**src/lorenz_pkg.sv**
```systemverilog
// Shared types, codes and saturation helper for the Lorenz Euler stepper.
`timescale 1ns / 1ps

package lorenz_pkg;

  // Width of the shared multiplier product (33 x 33 signed).
  localparam int PROD_W = 66;

  // Configuration register indexes.
  typedef enum logic [1:0] {
    CFG_SIGMA     = 2'd0,
    CFG_BETA      = 2'd1,
    CFG_RHO       = 2'd2,
    CFG_TIME_STEP = 2'd3
  } cfg_reg_t;

  // Controller states: idle, one per use of the shared multiplier, and finish.
  typedef enum logic [3:0] {
    ST_IDLE,
    ST_M_DX,
    ST_M_DY,
    ST_M_XY,
    ST_M_BZ,
    ST_I_X,
    ST_I_Y,
    ST_I_Z,
    ST_FIN
  } state_t;

  // Operand pair fed to the shared multiplier.
  typedef enum logic [2:0] {
    MUL_SIG_YX,
    MUL_X_RZ,
    MUL_X_Y,
    MUL_B_Z,
    MUL_T_DX,
    MUL_T_DY,
    MUL_T_DZ
  } mul_sel_t;

  // Commands from the controller to the datapath.
  typedef struct packed {
    logic     start;
    logic     mul_en;
    mul_sel_t mul_sel;
    logic     ld_dx;
    logic     ld_dy;
    logic     ld_t;
    logic     ld_dz;
    logic     upd_x;
    logic     upd_y;
    logic     fin;
  } cmd_t;

  // Clamp a wide signed value to the signed 32-bit range.
  function automatic logic signed [31:0] sat32(input logic signed [PROD_W-1:0] v);
    logic signed [31:0] r;
    if (v > $signed(PROD_W'(32'h7FFF_FFFF))) begin
      r = 32'sh7FFF_FFFF;
    end else if (v < -$signed(PROD_W'(33'h0_8000_0000))) begin
      r = 32'sh8000_0000;
    end else begin
      r = v[31:0];
    end
    return r;
  endfunction

endpackage

```
**src/lorenz_in_if.sv**
```systemverilog
// Input channel: one step request with its restart flag.
`timescale 1ns / 1ps

interface lorenz_in_if;
  logic valid;
  logic ready;
  logic restart;

  modport source (output valid, output restart, input ready);
  modport sink (input valid, input restart, output ready);
endinterface

```
**src/lorenz_out_if.sv**
```systemverilog
// Output channel: the point after one Euler step.
`timescale 1ns / 1ps

interface lorenz_out_if;
  logic               valid;
  logic               ready;
  logic signed [31:0] next_x;
  logic signed [31:0] next_y;
  logic signed [31:0] next_z;

  modport source (output valid, output next_x, output next_y, output next_z, input ready);
  modport sink (input valid, input next_x, input next_y, input next_z, output ready);
endinterface

```
**src/lorenz_cfg_if.sv**
```systemverilog
// Configuration write channel: register index and write data.
`timescale 1ns / 1ps

interface lorenz_cfg_if;
  logic        valid;
  logic        ready;
  logic [1:0]  index;
  logic [31:0] data;

  modport source (output valid, output index, output data, input ready);
  modport sink (input valid, input index, input data, output ready);
endinterface

```
**src/lorenz_ctrl.sv**
```systemverilog
// Step sequencer: walks the shared multiplier through the seven products.
`timescale 1ns / 1ps

module lorenz_ctrl (
  input  logic              clk,
  input  logic              rst,
  input  logic              in_valid,
  output logic              in_ready,
  output logic              out_valid,
  input  logic              out_ready,
  output lorenz_pkg::cmd_t  cmd
);

  lorenz_pkg::state_t state;
  lorenz_pkg::state_t state_next;

  // State register
  always_ff @(posedge clk) begin
    if (rst) begin
      state <= lorenz_pkg::ST_IDLE;
    end else begin
      state <= state_next;
    end
  end

  // Result valid: set on finish, drop after the transfer
  always_ff @(posedge clk) begin
    if (rst) begin
      out_valid <= 1'b0;
    end else if (cmd.fin) begin
      out_valid <= 1'b1;
    end else if (out_ready) begin
      out_valid <= 1'b0;
    end
  end

  assign in_ready = (state == lorenz_pkg::ST_IDLE);

  // Next state and datapath commands
  always_comb begin
    state_next  = state;
    cmd         = '0;
    cmd.mul_sel = lorenz_pkg::MUL_SIG_YX;
    unique case (state)
      lorenz_pkg::ST_IDLE: begin
        if (in_valid) begin
          cmd.start  = 1'b1;
          state_next = lorenz_pkg::ST_M_DX;
        end
      end
      lorenz_pkg::ST_M_DX: begin
        cmd.mul_en  = 1'b1;
        cmd.mul_sel = lorenz_pkg::MUL_SIG_YX;
        state_next  = lorenz_pkg::ST_M_DY;
      end
      lorenz_pkg::ST_M_DY: begin
        cmd.ld_dx   = 1'b1;
        cmd.mul_en  = 1'b1;
        cmd.mul_sel = lorenz_pkg::MUL_X_RZ;
        state_next  = lorenz_pkg::ST_M_XY;
      end
      lorenz_pkg::ST_M_XY: begin
        cmd.ld_dy   = 1'b1;
        cmd.mul_en  = 1'b1;
        cmd.mul_sel = lorenz_pkg::MUL_X_Y;
        state_next  = lorenz_pkg::ST_M_BZ;
      end
      lorenz_pkg::ST_M_BZ: begin
        cmd.ld_t    = 1'b1;
        cmd.mul_en  = 1'b1;
        cmd.mul_sel = lorenz_pkg::MUL_B_Z;
        state_next  = lorenz_pkg::ST_I_X;
      end
      lorenz_pkg::ST_I_X: begin
        cmd.ld_dz   = 1'b1;
        cmd.mul_en  = 1'b1;
        cmd.mul_sel = lorenz_pkg::MUL_T_DX;
        state_next  = lorenz_pkg::ST_I_Y;
      end
      lorenz_pkg::ST_I_Y: begin
        cmd.upd_x   = 1'b1;
        cmd.mul_en  = 1'b1;
        cmd.mul_sel = lorenz_pkg::MUL_T_DY;
        state_next  = lorenz_pkg::ST_I_Z;
      end
      lorenz_pkg::ST_I_Z: begin
        cmd.upd_y   = 1'b1;
        cmd.mul_en  = 1'b1;
        cmd.mul_sel = lorenz_pkg::MUL_T_DZ;
        state_next  = lorenz_pkg::ST_FIN;
      end
      lorenz_pkg::ST_FIN: begin
        // hold until the output register is free
        if (!out_valid || out_ready) begin
          cmd.fin    = 1'b1;
          state_next = lorenz_pkg::ST_IDLE;
        end
      end
      default: begin
        state_next = lorenz_pkg::ST_IDLE;
      end
    endcase
  end

endmodule

```
**src/lorenz_dp.sv**
```systemverilog
// Datapath: point, configuration registers, shared multiplier and saturation.
`timescale 1ns / 1ps

module lorenz_dp #(
  parameter int FRAC_BITS = 24
) (
  input  logic                     clk,
  input  logic                     rst,
  input  lorenz_pkg::cmd_t         cmd,
  input  logic                     restart,
  input  logic                     cfg_we,
  input  logic [1:0]               cfg_index,
  input  logic [31:0]              cfg_data,
  output logic signed [31:0]       next_x,
  output logic signed [31:0]       next_y,
  output logic signed [31:0]       next_z
);

  localparam int PW = lorenz_pkg::PROD_W;
  localparam int TW = PW - FRAC_BITS;
  localparam logic signed [31:0] ONE_FX = 32'(64'sd1 <<< FRAC_BITS);
  localparam logic signed [31:0] SIGMA_RST = 32'(64'sd10 <<< FRAC_BITS);
  localparam logic signed [31:0] BETA_RST =
    32'(((64'sd26666 <<< FRAC_BITS) + 64'sd5000) / 64'sd10000);
  localparam logic signed [31:0] RHO_RST = 32'(64'sd28 <<< FRAC_BITS);
  localparam logic [24:0] TS_RST = 25'(((64'sd1 <<< FRAC_BITS) + 64'sd500) / 64'sd1000);

  logic signed [31:0] sigma;
  logic signed [31:0] beta;
  logic signed [31:0] rho;
  logic [24:0]        time_step;

  logic signed [31:0] point_x;
  logic signed [31:0] point_y;
  logic signed [31:0] point_z;

  logic signed [31:0] dx;
  logic signed [31:0] dy;
  logic signed [31:0] dz;
  logic signed [TW-1:0] t;

  logic signed [PW-1:0] prod;
  logic signed [32:0]   mul_a;
  logic signed [32:0]   mul_b;
  logic signed [PW-1:0] sh;
  logic signed [32:0]   ts_op;

  // Configuration registers
  always_ff @(posedge clk) begin
    if (rst) begin
      sigma     <= SIGMA_RST;
      beta      <= BETA_RST;
      rho       <= RHO_RST;
      time_step <= TS_RST;
    end else if (cfg_we) begin
      unique case (cfg_index)
        lorenz_pkg::CFG_SIGMA:     sigma     <= cfg_data;
        lorenz_pkg::CFG_BETA:      beta      <= cfg_data;
        lorenz_pkg::CFG_RHO:       rho       <= cfg_data;
        lorenz_pkg::CFG_TIME_STEP: time_step <= cfg_data[24:0];
        default: ;
      endcase
    end
  end

  assign ts_op = $signed({8'b0, time_step});

  // Operand select for the shared multiplier
  always_comb begin
    mul_a = 33'(sigma);
    mul_b = 33'(point_y) - 33'(point_x);
    unique case (cmd.mul_sel)
      lorenz_pkg::MUL_SIG_YX: begin
        mul_a = 33'(sigma);
        mul_b = 33'(point_y) - 33'(point_x);
      end
      lorenz_pkg::MUL_X_RZ: begin
        mul_a = 33'(point_x);
        mul_b = 33'(rho) - 33'(point_z);
      end
      lorenz_pkg::MUL_X_Y: begin
        mul_a = 33'(point_x);
        mul_b = 33'(point_y);
      end
      lorenz_pkg::MUL_B_Z: begin
        mul_a = 33'(beta);
        mul_b = 33'(point_z);
      end
      lorenz_pkg::MUL_T_DX: begin
        mul_a = ts_op;
        mul_b = 33'(dx);
      end
      lorenz_pkg::MUL_T_DY: begin
        mul_a = ts_op;
        mul_b = 33'(dy);
      end
      lorenz_pkg::MUL_T_DZ: begin
        mul_a = ts_op;
        mul_b = 33'(dz);
      end
      default: ;
    endcase
  end

  // Product register
  always_ff @(posedge clk) begin
    if (cmd.mul_en) begin
      prod <= PW'(mul_a) * PW'(mul_b);
    end
  end

  // Floor shift back to the fixed-point scale
  assign sh = prod >>> FRAC_BITS;

  // Derivatives
  always_ff @(posedge clk) begin
    if (cmd.ld_dx) begin
      dx <= lorenz_pkg::sat32(sh);
    end
    if (cmd.ld_dy) begin
      dy <= lorenz_pkg::sat32(sh - PW'(point_y));
    end
    if (cmd.ld_t) begin
      t <= sh[TW-1:0];
    end
    if (cmd.ld_dz) begin
      dz <= lorenz_pkg::sat32(PW'(t) - sh);
    end
  end

  // Point: reload on restart, advance one coordinate per cycle, z waiting while the output is stalled
  always_ff @(posedge clk) begin
    if (rst) begin
      point_x <= ONE_FX;
      point_y <= ONE_FX;
      point_z <= ONE_FX;
    end else begin
      if (cmd.start && restart) begin
        point_x <= ONE_FX;
        point_y <= ONE_FX;
        point_z <= ONE_FX;
      end
      if (cmd.upd_x) begin
        point_x <= lorenz_pkg::sat32(PW'(point_x) + sh);
      end
      if (cmd.upd_y) begin
        point_y <= lorenz_pkg::sat32(PW'(point_y) + sh);
      end
      if (cmd.fin) begin
        point_z <= lorenz_pkg::sat32(PW'(point_z) + sh);
      end
    end
  end

  // Output register
  always_ff @(posedge clk) begin
    if (cmd.fin) begin
      next_x <= point_x;
      next_y <= point_y;
      next_z <= lorenz_pkg::sat32(PW'(point_z) + sh);
    end
  end

endmodule

```
**src/lorenz_euler_step.sv**
```systemverilog
// Lorenz oscillator advancing one forward-Euler step per input transfer.
// The result is registered on leaving ST_FIN, once the output register is free.
// Steps do not overlap; the single 33x33 multiplier is used
// seven times per step (four derivative products, three time-step products).
// Reset: point to 1.0, 1.0, 1.0, registers to their defaults, output empty.
// The configuration port is always ready.
`timescale 1ns / 1ps

module lorenz_euler_step #(
  parameter int FRAC_BITS = 24
) (
  input  logic         clk,
  input  logic         rst,
  lorenz_in_if.sink    step_in,
  lorenz_out_if.source step_out,
  lorenz_cfg_if.sink   cfg
);

  lorenz_pkg::cmd_t cmd;

  assign cfg.ready = 1'b1;

  lorenz_ctrl u_ctrl (
    .clk       (clk),
    .rst       (rst),
    .in_valid  (step_in.valid),
    .in_ready  (step_in.ready),
    .out_valid (step_out.valid),
    .out_ready (step_out.ready),
    .cmd       (cmd)
  );

  lorenz_dp #(
    .FRAC_BITS (FRAC_BITS)
  ) u_dp (
    .clk       (clk),
    .rst       (rst),
    .cmd       (cmd),
    .restart   (step_in.restart),
    .cfg_we    (cfg.valid),
    .cfg_index (cfg.index),
    .cfg_data  (cfg.data),
    .next_x    (step_out.next_x),
    .next_y    (step_out.next_y),
    .next_z    (step_out.next_z)
  );

endmodule

```
**src/flat_wrapper.sv**
```systemverilog
// flat-port wrapper written by rule: the top's interface ports become plain ports
module lorenz_euler_step_flat 
#(
  parameter int FRAC_BITS = 24
)
  (clk, rst, step_in_valid, step_in_restart, step_in_ready, step_out_valid, step_out_next_x, step_out_next_y, step_out_next_z, step_out_ready, cfg_valid, cfg_index, cfg_data, cfg_ready);
  lorenz_in_if step_in_i ();
  lorenz_out_if step_out_i ();
  lorenz_cfg_if cfg_i ();
  input  logic clk;
  input  logic rst;
  input wire logic [$bits(step_in_i.valid)-1:0] step_in_valid;
  input wire logic [$bits(step_in_i.restart)-1:0] step_in_restart;
  output wire logic [$bits(step_in_i.ready)-1:0] step_in_ready;
  output wire logic [$bits(step_out_i.valid)-1:0] step_out_valid;
  output wire logic [$bits(step_out_i.next_x)-1:0] step_out_next_x;
  output wire logic [$bits(step_out_i.next_y)-1:0] step_out_next_y;
  output wire logic [$bits(step_out_i.next_z)-1:0] step_out_next_z;
  input wire logic [$bits(step_out_i.ready)-1:0] step_out_ready;
  input wire logic [$bits(cfg_i.valid)-1:0] cfg_valid;
  input wire logic [$bits(cfg_i.index)-1:0] cfg_index;
  input wire logic [$bits(cfg_i.data)-1:0] cfg_data;
  output wire logic [$bits(cfg_i.ready)-1:0] cfg_ready;
  assign step_in_i.valid = step_in_valid;
  assign step_in_i.restart = step_in_restart;
  assign step_in_ready = step_in_i.ready;
  assign step_out_valid = step_out_i.valid;
  assign step_out_next_x = step_out_i.next_x;
  assign step_out_next_y = step_out_i.next_y;
  assign step_out_next_z = step_out_i.next_z;
  assign step_out_i.ready = step_out_ready;
  assign cfg_i.valid = cfg_valid;
  assign cfg_i.index = cfg_index;
  assign cfg_i.data = cfg_data;
  assign cfg_ready = cfg_i.ready;
  lorenz_euler_step #(.FRAC_BITS(FRAC_BITS)) u_core (.clk(clk), .rst(rst), .step_in(step_in_i), .step_out(step_out_i), .cfg(cfg_i));
endmodule
```
**config.mk**
```make
export PLATFORM = sky130hd
export DESIGN_NAME = lorenz_euler_step_flat
export DESIGN_NICKNAME = d
export VERILOG_FILES = /design/src/lorenz_pkg.sv /design/src/lorenz_in_if.sv /design/src/lorenz_out_if.sv /design/src/lorenz_cfg_if.sv /design/src/lorenz_ctrl.sv /design/src/lorenz_dp.sv /design/src/lorenz_euler_step.sv /design/src/flat_wrapper.sv
export SDC_FILE = /design/constraint.sdc
export NUM_CORES = 2
export LEC_CHECK = 0
export ABC_AREA = 0
export BUFFER_PORTS_ARGS = -buffer_cell sky130_fd_sc_hd__clkbuf_2
export CAP_MARGIN = 30
export CORE_MARGIN = 2
export CORE_UTILIZATION = 45
export DETAILED_ROUTE_END_ITERATION = 16
export PLACE_DENSITY_LB_ADDON = 0.25
export SYNTH_ARGS = -nofsm -noshare
export SYNTH_HDL_FRONTEND = slang
export SYNTH_HIERARCHICAL = 1
export SYNTH_SLANG_ARGS = --single-unit
export TNS_END_PERCENT = 30
```
**constraint.sdc**
```tcl
create_clock -name clk -period 13.65 [get_ports clk]
set_clock_uncertainty 0.1 [all_clocks]
set_input_delay 3.4125 -clock clk [delete_from_list [all_inputs] [get_ports clk]]
set_output_delay 3.4125 -clock clk [all_outputs]
set_load 0.1 [all_outputs]
```
==> results <==
- The flow ran to the end, and the final reports show no timing, DRC or antenna violations.
- In this run the tool buffered the top-level ports with about 140 buffer cells.
- Setup repair after global routing left no endpoint under its margin.
- The post-route total power is a little over 20 mW.
- The ratio of routed vias to standard cells is ~6.1.
- The most frequent cell on the critical path is fa_1.
- The minimum clock period after layout is between 10 and 15 ns.
- The sequential share of power is between 10% and 20%.
- Data arrives at the worst endpoint at roughly 13 ns.
- The share of synthesized area in the top cell type comes to between 30% and 40%.
- The area of the core is roughly 160000 um^2.
- For this run, the leading register cell type out of synthesis is edfxtp_1.
- Yosys mapped a number of flops with a built-in enable equal to ~280.
- Timing analysis after detailed placement gives a worst setup slack of around 1.2 ns.
- The global route total overflow is 0.
- Once detail routing completed, the nets flagged for antenna violations numbered 0.
- The final estimated routing congestion in global placement is around 1.0.
- The worst pin sits at a relative slew slack of between 15 and 20%.
- The power density relative to cell area is ~250 nW/um^2.
- Per report_power, the combinational group accounts for a little under 80% of the total.
- The global-route usage over all layers is approximately a third.
- The average wire per cell in the routed design is about 27 um.
- For the pin with the worst max-slew slack, the measured transition is approximately 1.2 ns.
- The proportion of synthesized flip-flops having asynchronous set or reset is 0%.
- After legalization and detailed placement, the total HPWL measured roughly 230000 um.
- The final layout contains ~10000 nets.
- CTS placed an instance of clkbuf_16 at the clock tree root.
- Adding up every negative setup slack in the final design gives 0 ns.
- The max-capacitance violation count is 0.
- Across all register-to-register paths, the minimum setup slack is 0.82 ns.
- The average instance area after synthesis is between 8 and 9 um^2.
- The iteration count of the initial detailed-routing pass is 8.
- The count of final max-slew check failures came to 0.
- The total nets after synthesis is around 10000.
- The internal portion of the total power is about 9.0 mW.
- The leakage power total is approximately 36 nW.
- The horizontal die dimension is 408 um.
- The cell type contributing the most total cell area after synthesis is fa_1.
- The worst setup path is of the reg -> reg kind.
- After detailed placement, the total cell area comes to just under 80000 um^2.
- After routing the design area is 79600 um^2.
- The number of gates resized after cts is 0.
- The via count is ~64000.
- The buffer depth of the longest clock path is 3.
- The final worst-path cycle share is a little over nine tenths.
- The synthesized netlist contains between 100 and 150 unique library cells.
- TritonCTS created 60 clock buffers.
- For this configuration, the core starts out at a cell density of between 40% and 50%.
- The filler-free cell count of the finished design is between 10000 and 15000.
- The number of buffers inserted to repair setup after CTS is 0.
- The H-tree depth reported by CTS is 2.
- The worst-case vdd ir drop is ~0.00043 V.
- In the final layout, the share of cells above drive strength 1 is under 10%.
- The insertion delay to the later sink of the worst-skew pair is around 0.7 ns.
- Summing the sequential cell areas from Yosys gives between 10% and 20% of the chip area.
- By area the synthesized netlist is led by fa_1 31%, edfxtp_1 11%, ha_1 8.3%, inv_1 6.5%, nand2_1 6.4%.
- The cell type of the slowest stage on the worst timing path is a2111oi_1.
- The first global-routing pass estimated 423000 um of wire.
- Summed over all nets, the switching power comes to around 11 mW.
- After floorplanning, the core was divided into approximately 150 placement rows.
- The switching fraction of total power is a little under three fifths.
- The routed design has 290000 um of wire.
- The final routed DRC violation total is 0.
- The startpoint class of the critical path is a flop.
- The capturing element type of the critical path is a flop.
- Setup slack on the critical path of the routed design comes to slightly above 0.8 ns.
- The hold-fix buffer count after cts is 0.
- Entering global routing, the biggest net connects 85 pins.
- Counting instances in the post-synthesis netlist gives the leading cell types as 1263 x inv_1, 1246 x nand2_1, 1129 x fa_1, 508 x a21oi_1, 485 x ha_1.
- The min-delay analysis places its worst path in the category reg -> reg.
- The number of clock sinks is approximately 500.
- Yosys printed 6 warnings.
- The detailed router finished its first iteration with around 7500 violations.
- The final count of hold timing violations is 0.
- The floorplan die height is ~410 um.
- The final setup violation count is 0.
- The growth of design area from synthesis to finish is 8.42%.
- The floorplan die area is 166000 um^2.
- After detailed placement, the design holds a cell count of between 10000 and 15000.
- After synthesis the netlist holds a flip-flop and latch count of ~500.
- Per report_power, the clock group accounts for 8.3% of the total.
- Clock-pin slew was measured on the worst setup and hold paths at approximately 0.070 ns.
- The most common cell in the synthesized netlist is inv_1.
- The stage delay of the slowest cell on the critical path is around 0.84 ns.
- Based on the critical path, the design can be clocked at up to 77.9 MHz.
- At the worst endpoint, the required time is between 10 and 15 ns.
- The initial antenna violation count came to 20.
- The critical-path maximum fanout is 16.
- The gate count after technology mapping is around 8400.
- TritonCTS built the clock tree.
- The via count of the first global-routing pass is ~63000.
- Pin placement for this block handled approximately 140 I/O pins.
- The netlist area before placement is about 73000 um^2.
[state kept, by name, summed over array words and instances (netlist names)]
name                     flops
u_core/u_dp/dx              32
u_core/u_dp/dy              32
u_core/u_dp/rho             32
u_core/u_dp/sigma           32
u_core/u_dp/next_x          32
u_core/u_dp/t               42
u_core/u_dp/point_x         32
u_core/u_ctrl/state          4
u_core/u_dp/next_z          32
u_core/u_dp/dz              32
u_core/u_dp/next_y          32
u_core/u_ctrl/out_valid      1
u_core/u_dp/prod            42
u_core/u_dp/point_z         32
u_core/u_dp/point_y         32
u_core/u_dp/time_step       25
u_core/u_dp/beta            32
[kinds of logic (layout without fill, tap and decap cells)]
family          count (synthesis)  count (layout)  synth area share [%]
simple gates                 2539            2539                  15.7
buf+inv                      1723            1753                  8.94
xor+xnor                      254             254                  3.03
other cells                     1              13               0.00511
compound gates               1729            1729                  15.6
mux                            22              22                 0.356
fa+ha+maj                    1614            1614                  39.1
flops                         498             498                  17.3
[path summary, 6_finish.rpt]
kind / to / cells after the start / startpoint
setup / recovery: u_core/u_dp/prod[58] / 32 / u_core/u_ctrl/state[0]
hold reg to reg: u_core/u_dp/sigma[0] / 2 / u_core/u_dp/sigma[0]
setup reg to reg: u_core/u_dp/prod[58] / 32 / u_core/u_ctrl/state[0]
hold / removal: u_core/u_dp/sigma[0] / 2 / u_core/u_dp/sigma[0]
[final cells by class]
cell class | count | area [um^2]
diodes | 12 | 30.0
inverters | 1267 | 4760
flip-flops and latches | 498 | 12700
repair buffers | 372 | 2760
clock buffers | 73 | 1620
fillers | 15600 | 82800
well taps | 2175 | 2720
clock inverters | 41 | 392
multi-input cells | 6159 | 54600
[metal layers]
metal  vias to the layer above  global-route usage (%)  wire length (um)
li1                      27700                       -                 -
met1                     32400                    46.3            114000
met2                      3344                    51.3            125000
met3                       694                    8.29             32200
met4                        20                    18.6             18400
met5                         -                       0               122
[through the flow]
stage,util (%),hold WS (ns)
after floorplan,-,0.332
after global placement,47.5,0.339
after detailed placement,47.6,0.344
after CTS,48.9,0.354
after global routing,49.0,0.373
final,49.0,0.355
[placed cells by master (no fill, tap or decap), types with 35 or more instances in the layout]
master,count
nand4_1,62
fa_1,1129
and3_1,38
nor3_1,150
nor2_1,470
buf_4,210
o31ai_1,60
nand2b_1,67
a211oi_1,41
nand2_1,1246
edfxtp_1,276
a311oi_1,36
a221oi_1,42
o21a_1,62
inv_1,1263
ha_1,485
a31oi_1,39
a21oi_1,502
o22ai_1,35
clkbuf_16,61
nor2b_1,50
o211ai_1,82
clkbuf_2,137
nand3_1,146
xor2_1,70
o21bai_1,54
o21ai_1,51
xnor2_1,184
dfxtp_1,222
and2_1,97
a21o_1,197
o21ai_0,244
[critical path, delay by kind of cell, from the launching register on]
kind	cells	cell delay (ns)
adder cells (fa/ha/maj)	9	4.33
XOR/XNOR	1	0.16
flip-flops	1	0.45
buffers and inverters	4	0.70
AO/OA/AOI/OAI	13	5.22
AND/OR/NAND/NOR	5	1.56
[power groups by stage]
stage / combinational, mW / sequential [mW] / clock (mW)
after global placement: 15.4 / 2.49 / 0
after detailed placement: 15.6 / 2.44 / 0
after CTS: 15.7 / 2.41 / 1.69
after floorplan: 10.9 / 2.31 / 0
after global routing: 17.6 / 2.41 / 1.75
final: 16.0 / 2.43 / 1.67
Power figures use the tool's default switching activity.
